$ cat src/rtl/core/bdhd_pkg.sv
// ----------------------------------------------------------------------------
// bdhd_pkg
// shared widths, codes, reset values and types for the button qualifier
// ----------------------------------------------------------------------------
`default_nettype none

package bdhd_pkg;

    localparam int TIMER_WIDTH = 16;
    localparam int CFG_W       = 16;
    localparam int ELAPSED_W   = 8;
    localparam int STATE_W     = 2;
    localparam int CMP_W       = (TIMER_WIDTH > CFG_W) ? TIMER_WIDTH : CFG_W;

    localparam int APB_ADDR_W  = 3;
    localparam int APB_DATA_W  = 32;
    localparam int REG_IDX_W   = APB_ADDR_W - 2;

    localparam logic [STATE_W-1:0] BTN_OFF  = 2'd0;
    localparam logic [STATE_W-1:0] BTN_ON   = 2'd1;
    localparam logic [STATE_W-1:0] BTN_HELD = 2'd2;

    localparam logic [REG_IDX_W-1:0] REG_DEBOUNCE = 1'd0;
    localparam logic [REG_IDX_W-1:0] REG_HOLD     = 1'd1;

    localparam logic [CFG_W-1:0] DEBOUNCE_RESET = 16'd150;
    localparam logic [CFG_W-1:0] HOLD_RESET     = 16'd1000;

    typedef struct packed {
        logic [CFG_W-1:0] debounce_ms;
        logic [CFG_W-1:0] hold_ms;
    } t_cfg;

    typedef struct packed {
        logic [STATE_W-1:0] button_state;
        logic               press_event;
        logic               hold_event;
    } t_result;

endpackage

`default_nettype wire

$ cat src/rtl/core/button_debounce_hold_detect.sv
// ----------------------------------------------------------------------------
// button_debounce_hold_detect
// push button qualifier with debounce and long-press detection
// ----------------------------------------------------------------------------
// path: accepted item goes to the input register, then its result to the result register
// throughput: 1 item per cycle while the result channel is not stalled; one timer add and compare between registers
// reset: synchronous active low; mode off, timer zero, limits 150 and 1000 ms
// ----------------------------------------------------------------------------
`default_nettype none

module button_debounce_hold_detect (
    input  wire logic                              i_clk,
    input  wire logic                              i_rst_n,
    input  wire logic                              psel,
    input  wire logic                              penable,
    input  wire logic                              pwrite,
    input  wire logic [bdhd_pkg::APB_ADDR_W-1:0]   paddr,
    input  wire logic [bdhd_pkg::APB_DATA_W-1:0]   pwdata,
    output logic      [bdhd_pkg::APB_DATA_W-1:0]   prdata,
    output logic                                   pready,
    input  wire logic                              i_in_valid,
    output logic                                   o_in_ready,
    input  wire logic                              i_pressed,
    input  wire logic [bdhd_pkg::ELAPSED_W-1:0]    i_elapsed_ms,
    output logic                                   o_out_valid,
    input  wire logic                              i_out_ready,
    output logic      [bdhd_pkg::STATE_W-1:0]      o_button_state,
    output logic                                   o_press_event,
    output logic                                   o_hold_event
);

    bdhd_pkg::t_cfg    w_cfg;
    bdhd_pkg::t_result w_result;

    bdhd_cfg u_cfg (
        .i_clk   (i_clk),
        .i_rst_n (i_rst_n),
        .psel    (psel),
        .penable (penable),
        .pwrite  (pwrite),
        .paddr   (paddr),
        .pwdata  (pwdata),
        .prdata  (prdata),
        .pready  (pready),
        .o_cfg   (w_cfg)
    );

    bdhd_qual u_qual (
        .i_clk        (i_clk),
        .i_rst_n      (i_rst_n),
        .i_in_valid   (i_in_valid),
        .o_in_ready   (o_in_ready),
        .i_pressed    (i_pressed),
        .i_elapsed_ms (i_elapsed_ms),
        .i_cfg        (w_cfg),
        .o_out_valid  (o_out_valid),
        .i_out_ready  (i_out_ready),
        .o_result     (w_result)
    );

    assign o_button_state = w_result.button_state;
    assign o_press_event  = w_result.press_event;
    assign o_hold_event   = w_result.hold_event;

    a_events_exclusive: assert property (@(posedge i_clk) disable iff (!i_rst_n)
        o_out_valid |-> !(o_press_event && o_hold_event))
        else $error("press and hold event in the same item");

    a_press_gives_on: assert property (@(posedge i_clk) disable iff (!i_rst_n)
        (o_out_valid && o_press_event) |-> (o_button_state == bdhd_pkg::BTN_ON))
        else $error("press event without on state");

    a_hold_gives_held: assert property (@(posedge i_clk) disable iff (!i_rst_n)
        (o_out_valid && o_hold_event) |-> (o_button_state == bdhd_pkg::BTN_HELD))
        else $error("hold event without held state");

    a_no_unused_code: assert property (@(posedge i_clk) disable iff (!i_rst_n)
        o_out_valid |-> (o_button_state == bdhd_pkg::BTN_OFF ||
                         o_button_state == bdhd_pkg::BTN_ON ||
                         o_button_state == bdhd_pkg::BTN_HELD))
        else $error("unused button state code");

endmodule

`default_nettype wire

$ cat src/rtl/core/bdhd_cfg.sv
// ----------------------------------------------------------------------------
// bdhd_cfg
// apb register file holding the debounce and hold limits
// ----------------------------------------------------------------------------
`default_nettype none

module bdhd_cfg (
    input  wire logic                               i_clk,
    input  wire logic                               i_rst_n,
    input  wire logic                               psel,
    input  wire logic                               penable,
    input  wire logic                               pwrite,
    input  wire logic [bdhd_pkg::APB_ADDR_W-1:0]    paddr,
    input  wire logic [bdhd_pkg::APB_DATA_W-1:0]    pwdata,
    output logic      [bdhd_pkg::APB_DATA_W-1:0]    prdata,
    output logic                                    pready,
    output bdhd_pkg::t_cfg                          o_cfg
);

    logic [bdhd_pkg::CFG_W-1:0]     r_debounce_ms;
    logic [bdhd_pkg::CFG_W-1:0]     r_hold_ms;
    logic [bdhd_pkg::REG_IDX_W-1:0] w_idx;
    logic                           w_wr;

    assign w_idx  = paddr[bdhd_pkg::APB_ADDR_W-1:2];
    assign w_wr   = psel && penable && pwrite;
    assign pready = 1'b1;

    always_ff @(posedge i_clk) begin
        if (!i_rst_n) begin
            r_debounce_ms <= bdhd_pkg::DEBOUNCE_RESET;
            r_hold_ms     <= bdhd_pkg::HOLD_RESET;
        end else if (w_wr) begin
            case (w_idx)
                bdhd_pkg::REG_DEBOUNCE: r_debounce_ms <= pwdata[bdhd_pkg::CFG_W-1:0];
                bdhd_pkg::REG_HOLD:     r_hold_ms     <= pwdata[bdhd_pkg::CFG_W-1:0];
                default: ;
            endcase
        end
    end

    always_comb begin
        case (w_idx)
            bdhd_pkg::REG_DEBOUNCE: prdata = bdhd_pkg::APB_DATA_W'(r_debounce_ms);
            bdhd_pkg::REG_HOLD:     prdata = bdhd_pkg::APB_DATA_W'(r_hold_ms);
            default:                prdata = '0;
        endcase
    end

    assign o_cfg.debounce_ms = r_debounce_ms;
    assign o_cfg.hold_ms     = r_hold_ms;

endmodule

`default_nettype wire

$ cat src/rtl/core/bdhd_qual.sv
// ----------------------------------------------------------------------------
// bdhd_qual
// input register, saturating timer, off/on/held machine and result register
// ----------------------------------------------------------------------------
`default_nettype none

module bdhd_qual (
    input  wire logic                              i_clk,
    input  wire logic                              i_rst_n,
    input  wire logic                              i_in_valid,
    output logic                                   o_in_ready,
    input  wire logic                              i_pressed,
    input  wire logic [bdhd_pkg::ELAPSED_W-1:0]    i_elapsed_ms,
    input  wire bdhd_pkg::t_cfg                    i_cfg,
    output logic                                   o_out_valid,
    input  wire logic                              i_out_ready,
    output bdhd_pkg::t_result                      o_result
);

    localparam int TW = bdhd_pkg::TIMER_WIDTH;

    typedef enum logic [bdhd_pkg::STATE_W-1:0] {
        S_OFF  = bdhd_pkg::BTN_OFF,
        S_ON   = bdhd_pkg::BTN_ON,
        S_HELD = bdhd_pkg::BTN_HELD
    } t_mode;

    logic                           r_in_valid;
    logic                           r_pressed;
    logic [bdhd_pkg::ELAPSED_W-1:0] r_elapsed;
    logic                           r_out_valid;
    bdhd_pkg::t_result              r_out;
    t_mode                          r_mode;
    logic [TW-1:0]                  r_timer;

    t_mode                          n_mode;
    logic [TW-1:0]                  n_timer;
    bdhd_pkg::t_result              n_out;

    logic                           w_adv;
    logic [TW:0]                    w_sum;
    logic [TW-1:0]                  w_timer_sat;
    logic                           w_over_deb;
    logic                           w_over_hold;

    assign w_adv      = r_in_valid && (!r_out_valid || i_out_ready);
    assign o_in_ready = !r_in_valid || w_adv;

    // saturating timer update
    assign w_sum       = (TW + 1)'(r_timer) + (TW + 1)'(r_elapsed);
    assign w_timer_sat = w_sum[TW] ? {TW{1'b1}} : w_sum[TW-1:0];
    assign w_over_deb  = bdhd_pkg::CMP_W'(w_timer_sat) > bdhd_pkg::CMP_W'(i_cfg.debounce_ms);
    assign w_over_hold = bdhd_pkg::CMP_W'(w_timer_sat) > bdhd_pkg::CMP_W'(i_cfg.hold_ms);

    always_comb begin
        n_mode            = S_OFF;
        n_timer           = w_timer_sat;
        n_out.press_event = 1'b0;
        n_out.hold_event  = 1'b0;
        case (r_mode)
            S_ON, S_HELD: begin
                if (!r_pressed) begin
                    n_mode  = S_OFF;
                    n_timer = '0;
                end else if (r_mode == S_ON && w_over_hold) begin
                    n_mode           = S_HELD;
                    n_out.hold_event = 1'b1;
                end else begin
                    n_mode = r_mode;
                end
            end
            default: begin
                if (r_pressed && w_over_deb) begin
                    n_mode            = S_ON;
                    n_timer           = '0;
                    n_out.press_event = 1'b1;
                end
            end
        endcase
        n_out.button_state = n_mode;
    end

    always_ff @(posedge i_clk) begin
        if (!i_rst_n) begin
            r_in_valid  <= 1'b0;
            r_out_valid <= 1'b0;
            r_mode      <= S_OFF;
            r_timer     <= '0;
        end else begin
            if (o_in_ready) begin
                r_in_valid <= i_in_valid;
            end
            if (w_adv) begin
                r_mode      <= n_mode;
                r_timer     <= n_timer;
                r_out_valid <= 1'b1;
            end else if (i_out_ready) begin
                r_out_valid <= 1'b0;
            end
        end
        if (o_in_ready && i_in_valid) begin
            r_pressed <= i_pressed;
            r_elapsed <= i_elapsed_ms;
        end
        if (w_adv) begin
            r_out <= n_out;
        end
    end

    assign o_out_valid = r_out_valid;
    assign o_result    = r_out;

endmodule

`default_nettype wire

$ cat config.mk
export PLATFORM = sky130hd
export DESIGN_NAME = button_debounce_hold_detect
export DESIGN_NICKNAME = d
export VERILOG_FILES = /design/src/rtl/core/bdhd_pkg.sv /design/src/rtl/core/button_debounce_hold_detect.sv /design/src/rtl/core/bdhd_cfg.sv /design/src/rtl/core/bdhd_qual.sv
export SDC_FILE = /design/constraint.sdc
export NUM_CORES = 1
export LEC_CHECK = 0
export CAP_MARGIN = 40
export CORE_MARGIN = 2
export CORE_UTILIZATION = 38
export CTS_CLUSTER_DIAMETER = 50
export DETAILED_ROUTE_END_ITERATION = 8
export DONT_BUFFER_PORTS = 1
export PLACE_DENSITY_LB_ADDON = 0.15
export SYNTH_ARGS = -nofsm -noshare
export SYNTH_HDL_FRONTEND = slang
export SYNTH_SLANG_ARGS = --single-unit
$ cat constraint.sdc
create_clock -name i_clk -period 4.35 [get_ports i_clk]
set_input_delay 0.6525 -clock i_clk [delete_from_list [all_inputs] [get_ports i_clk]]
set_output_delay 0.6525 -clock i_clk [all_outputs]
set_load 0.03 [all_outputs]
# After elaboration in Yosys (flattened, before gate mapping)
# Cells that the tools add are included.
# totals
ff_bits,65
output_inout_bits,39
# classes
add_sub_neg,1
n_lt_le_gt_ge,2
n_eq_ne,2
muxes,13
bitwise_logic,1
n_reduce_logical,15
# op_table
op,count
16-bit two-way mux,4
32-bit one-hot mux with 2 select lines,1
16-bit greater-than comparator,2
16-bit by 8-bit adder with 17-bit output,1
1-bit logical AND,6
2-bit two-way mux,3
2-bit AND reduction,3
1-bit two-way mux,5
2-bit by 1-bit == test with 1-bit output (second input constant),1
2-bit == test (second input constant),1
1-bit logical NOT,2
1-bit logical OR,2
2-bit nonzero test,1
2-bit OR reduction,1
1-bit inverter,1

# Logic depth before layout (Yosys ltp)
# logic_depth
word_depth,7
ltp_mapped,17
depth_no_buf,16

# By module
# A second synthesis with hierarchy kept.
# hier_totals
hier_cells,455
area_unflattened_um2,4197.8
# by_module_without_submodules
module,n_inst,cells_per_inst,area_each_um2
bdhd_qual,1,285,2551.2
bdhd_cfg,1,170,1646.6

# Least setup slack after synthesis
# No wires, ideal clock.
# synth_path
path_kind,reg2reg
start,reg u_qual.r_elapsed[0] in the netlist's numbering
end,reg u_qual.r_timer[8]
arrival_time_ps,3917
path_slack_ps,316
path_stages_with_launch,18
path_buffers,2
cell_sequence,edfxtp_1 -> ha_1 -> fa_1 -> a211oi_2 -> o211ai_1 -> nand2_1 -> inv_1 -> nand3_1 -> mux2_2 -> ha_1 -> nand4_1 -> nor4_1 -> o21ai_0 -> o211a_1 -> a311o_1 -> buf_2 -> buf_4 -> a32o_1
# synth_between
elab_chain_cells,6
# synth_rtl
item,line_no,rtl
from (decl),bdhd_qual.sv:30,logic [bdhd_pkg::ELAPSED_W-1:0] r_elapsed;
from (signal assigned),bdhd_qual.sv:103,r_elapsed <= i_elapsed_ms;
16-bit by 8-bit adder with 17-bit output *,bdhd_qual.sv:50,assign w_sum = (TW + 1)'(r_timer) + (TW + 1)'(r_elapsed);
16-bit two-way mux *,bdhd_qual.sv:51,assign w_timer_sat = w_sum[TW] ? {TW{1'b1}} : w_sum[TW-1:0];
16-bit greater-than comparator,bdhd_qual.sv:52,assign w_over_deb = bdhd_pkg::CMP_W'(w_timer_sat) > bdhd_pkg::CMP_W'(i_cfg.debounce_ms);
1-bit logical AND,bdhd_qual.sv:73,if (r_pressed && w_over_deb) begin
16-bit two-way mux,bdhd_qual.sv:73,
16-bit two-way mux *,bdhd_qual.sv:60,case (r_mode)
to (signal assigned),bdhd_qual.sv:95,r_timer <= n_timer;
to (decl),bdhd_qual.sv:34,logic [TW-1:0] r_timer;
# Mark *: on every way between the ends. The rest lies on a longest branch, timed or not.
# A chain may end at the register's enable or synchronous reset.

# Worst setup path in the final report
# layout_path
start,reg u_qual.r_elapsed[0] in the netlist's numbering
end,reg u_qual.r_timer[13]
# The elaborated chain is that of the path after synthesis.

==> flow_summary_export.csv <==
group,metric,value,unit
status,outcome,"completed",
final_layout,diodes,0,
logic_synthesis,synth_largest_area_cell,"dfxtp_1",
drt,drc,0,
logic_synthesis,ys_async_sr_fraction,0,%
sta,fin_crit_sh,94.8,%
logic_synthesis,synth_edf_count,13,
sta,skew,6.97,ps
clock_tree,root_buffer,"clkbuf_8",
floorplan,die_area,11200,um^2
sta,whs,379,ps
drt,wl_per_cell,15.3,um
floorplan,die_y,106,um
placement,post_dp_cell_area,4170,um^2
placement,gp_congestion,0.814,
critical_path,rrSetupSlack,230,ps
drt,drt_iter0_drc,181,
min_path,min_path_cells,1,
power,p_per_area,344,nW/um^2
placement,hpwl,7550,um
critical_path,r2r_cells,17,
global_routing,grt-ovfl-total,0,
min_path,min_to,"u_cfg.r_hold_ms[9]",
critical_path,criticalPathCategory,"flip-flop to flip-flop",
final_layout,nFillCells,1056,
drt,wl,9910,um
placement,port_buffers,0,
clock_tree,cts_buffer_depth,2,
clock_tree,clkTransAtPathRegs,70,ps
final_layout,nets,598,
logic_synthesis,yosys.cell_types.count,46,
floorplan,ios,90,
logic_synthesis,ys_ff_latch,65,
final_layout,final_area,4420,um^2
sta,drv_slew,0,
global_routing,track_usage,18.7,%
critical_path,cp-start-kind,"flip-flop",
clock_tree,cts_tree,"yes",
min_path,hp-class,"input pin to flip-flop",
drt,num_vias,3307,
drt,first_pass_iters,4,
sta,min_period,4120,ps
global_routing,grt_pass1_vias,3285,
sta,setup_viol,0,
logic_synthesis,seq_area_frac_synth,36.5,%
final_layout,seq_area,1430,um^2
critical_path,critPathCaptureType,"flip-flop",
final_layout,area_growth_syn_to_layout,12.8,%
critical_path,crit_path_max_fanout,9,
clock_tree,cts_buffers,9,
power,max-vdd-ir-drop,0.207,mV
clock_tree,cts_max_level,3,
sta,rsz0062_at_grt,"true",
min_path,worstHoldStart,"i_rst_n",
power,power.leakage,1.84,nW
sta,hold_viol,0,
clock_tree,insertion_delay,360,ps
logic_synthesis,syn_avg_cell_area,8.19,um^2
logic_synthesis,synth_area_leaders,"dfxtp_1, ha_1, edfxtp_1",
sta,tightest_slew,807,ps
flow_run,drv_cap,0,
floorplan,die-width,106,um
logic_synthesis,synthFlopType,"dfxtp_1",
global_routing,antenna_found_initial,0,
sta,clock.fmax,243,MHz
clock_tree,cts_hold_buf,0,
global_routing,grt_pass1_wl,16300,um
logic_synthesis,yosysTopAreaCellShare,26.5,%
final_layout,multiInputGateArea,2220,um^2
critical_path,r2r_start,"u_qual.r_elapsed[0]",
sta,relSlewSlack,46.0,%
floorplan,rows,37,
logic_synthesis,synth_cells,479,
final_layout,drive_above_1_share,12.7,%
logic_synthesis,syn_area,3920,um^2
critical_path,timing.rr.end,"u_qual.r_timer[13]",
sta,setup_tns,0,ps
drt,vias_per_cell,5.11,
clock_tree,cts_sinks,65,
floorplan,core,10200,um^2
critical_path,worst_ep_required_time,4600,ps
power,power.total,1.52,mW
floorplan,start_util,38.5,%
logic_synthesis,ys_warn_count,0,
critical_path,arrival,4370,ps
drt,ant_nets,0,
global_routing,grt_max_degree,36,
-- cells in the mapped netlist (2+ instances only) --
library cell,number
nand2_1,97
dfxtp_1,52
inv_1,45
ha_1,39
a21oi_1,37
o21ai_0,33
nor2_1,22
buf_4,18
clkbuf_1,14
a32o_1,13
edfxtp_1,13
o211ai_1,13
nand3_1,12
nand4_1,8
mux2_2,6
nand2b_1,6
xnor2_1,6
a211oi_1,4
a21o_1,4
a31oi_1,3
nor4_1,3
o22ai_1,3
conb_1,2
nor2b_1,2
o211a_1,2
o21a_1,2
-- worst max-delay path by stage --
stage / start / to / depth (start not counted)
6_report: u_qual.r_elapsed[0] / u_qual.r_timer[13] / 17
5_1_grt: u_qual.r_elapsed[0] / u_qual.r_timer[5] / 16
4_1_cts: u_qual.r_elapsed[0] / u_qual.r_timer[13] / 17
3_5_place_dp: u_qual.r_elapsed[0] / u_qual.r_timer[13] / 17
3_3_place_gp: u_qual.r_elapsed[0] / u_qual.r_timer[13] / 17
2_1_floorplan: u_qual.r_elapsed[0] / u_qual.r_timer[8] / 17
-- repair_timing --
| item | CTS | global route |
|---|---|---|
| hold endpoints to repair | 0 | 0 |
| setup buffers | 0 | 2 |
| setup endpoints to repair | 0 | 22 |
| resized for setup | 0 | 11 |
-- metal layers --
layer	wire length (um)	global-route usage [%]
met5	0	0
met4	159	6.77
met3	465	4.14
met2	4680	30.8
met1	4600	24.1
-- final cells by class --
| type | instances | area share (%) |
|---|---|---|
| Sequential cell | 65 | 32.4 |
| Clock inverter | 3 | 0.905 |
| Timing Repair Buffer | 35 | 5.20 |
| Multi-Input combinational cell | 350 | 50.3 |
| Inverter | 46 | 3.90 |
| Tap cell | 136 | 3.85 |
| Clock buffer | 12 | 3.51 |
-- where the power goes --
group | internal [mW] | switching (mW) | leakage [nW]
clock network | 0.291 | 0.239 | 0.102
registers | 0.640 | 0.0189 | 0.549
logic | 0.125 | 0.207 | 1.19
-- worst max-delay path, cell delays in order, from the launching register on --
cell      delay (ps)
edfxtp_1         380
ha_1             230
fa_2             380
a211oi_2         240
o211ai_1         160
nand2_1          110
inv_1             90
nand3_1          100
mux2_2           360
ha_1             290
nand4_1          200
nor4_4           350
o21ai_1          100
o211a_1          210
a311o_1          390
buf_6            180
a31oi_2          130
o22ai_1          100
-- through the flow --
step,worst slack [ps],cells,util (%)
final,228,647,43.4
after global routing,-41.3,647,43.4
after CTS,57.4,645,42.9
after detailed placement,78.8,630,40.9
after global placement,86.6,613,40.0
after floorplan,316,494,-
-- logic make-up after synthesis --
logic type      count (synthesis)  synth area share (%)
xor+xnor                        7                  1.56
other cells                     2                 0.191
fa+ha+maj                      40                  12.9
buf+inv                        79                  9.31
simple gates                  157                  17.2
compound gates                123                  20.6
mux                             6                  1.72
flops                          65                  36.5
-- state kept, by name, summed over array words and instances (netlist names) --
register / cells
u_qual.o_out_valid: 1
u_qual.r_mode: 2
u_qual.r_timer: 16
u_qual.o_result: 4
u_qual.r_elapsed: 8
u_qual.r_pressed: 1
u_qual.r_in_valid: 1
u_cfg.r_hold_ms: 16
u_cfg.r_debounce_ms: 16
-- layout by cell type (no fill, tap or decap), drive strengths merged, types with 9 or more instances in the layout --
cell type,n
conb,17
inv,45
o211ai,13
o21ai,34
edfxtp,13
buf,35
nand2,97
ha,39
clkbuf,12
nand4,9
nor2,22
a21oi,37
dfxtp,52
a32o,13
nand3,12
Power figures use the tool's default switching activity.
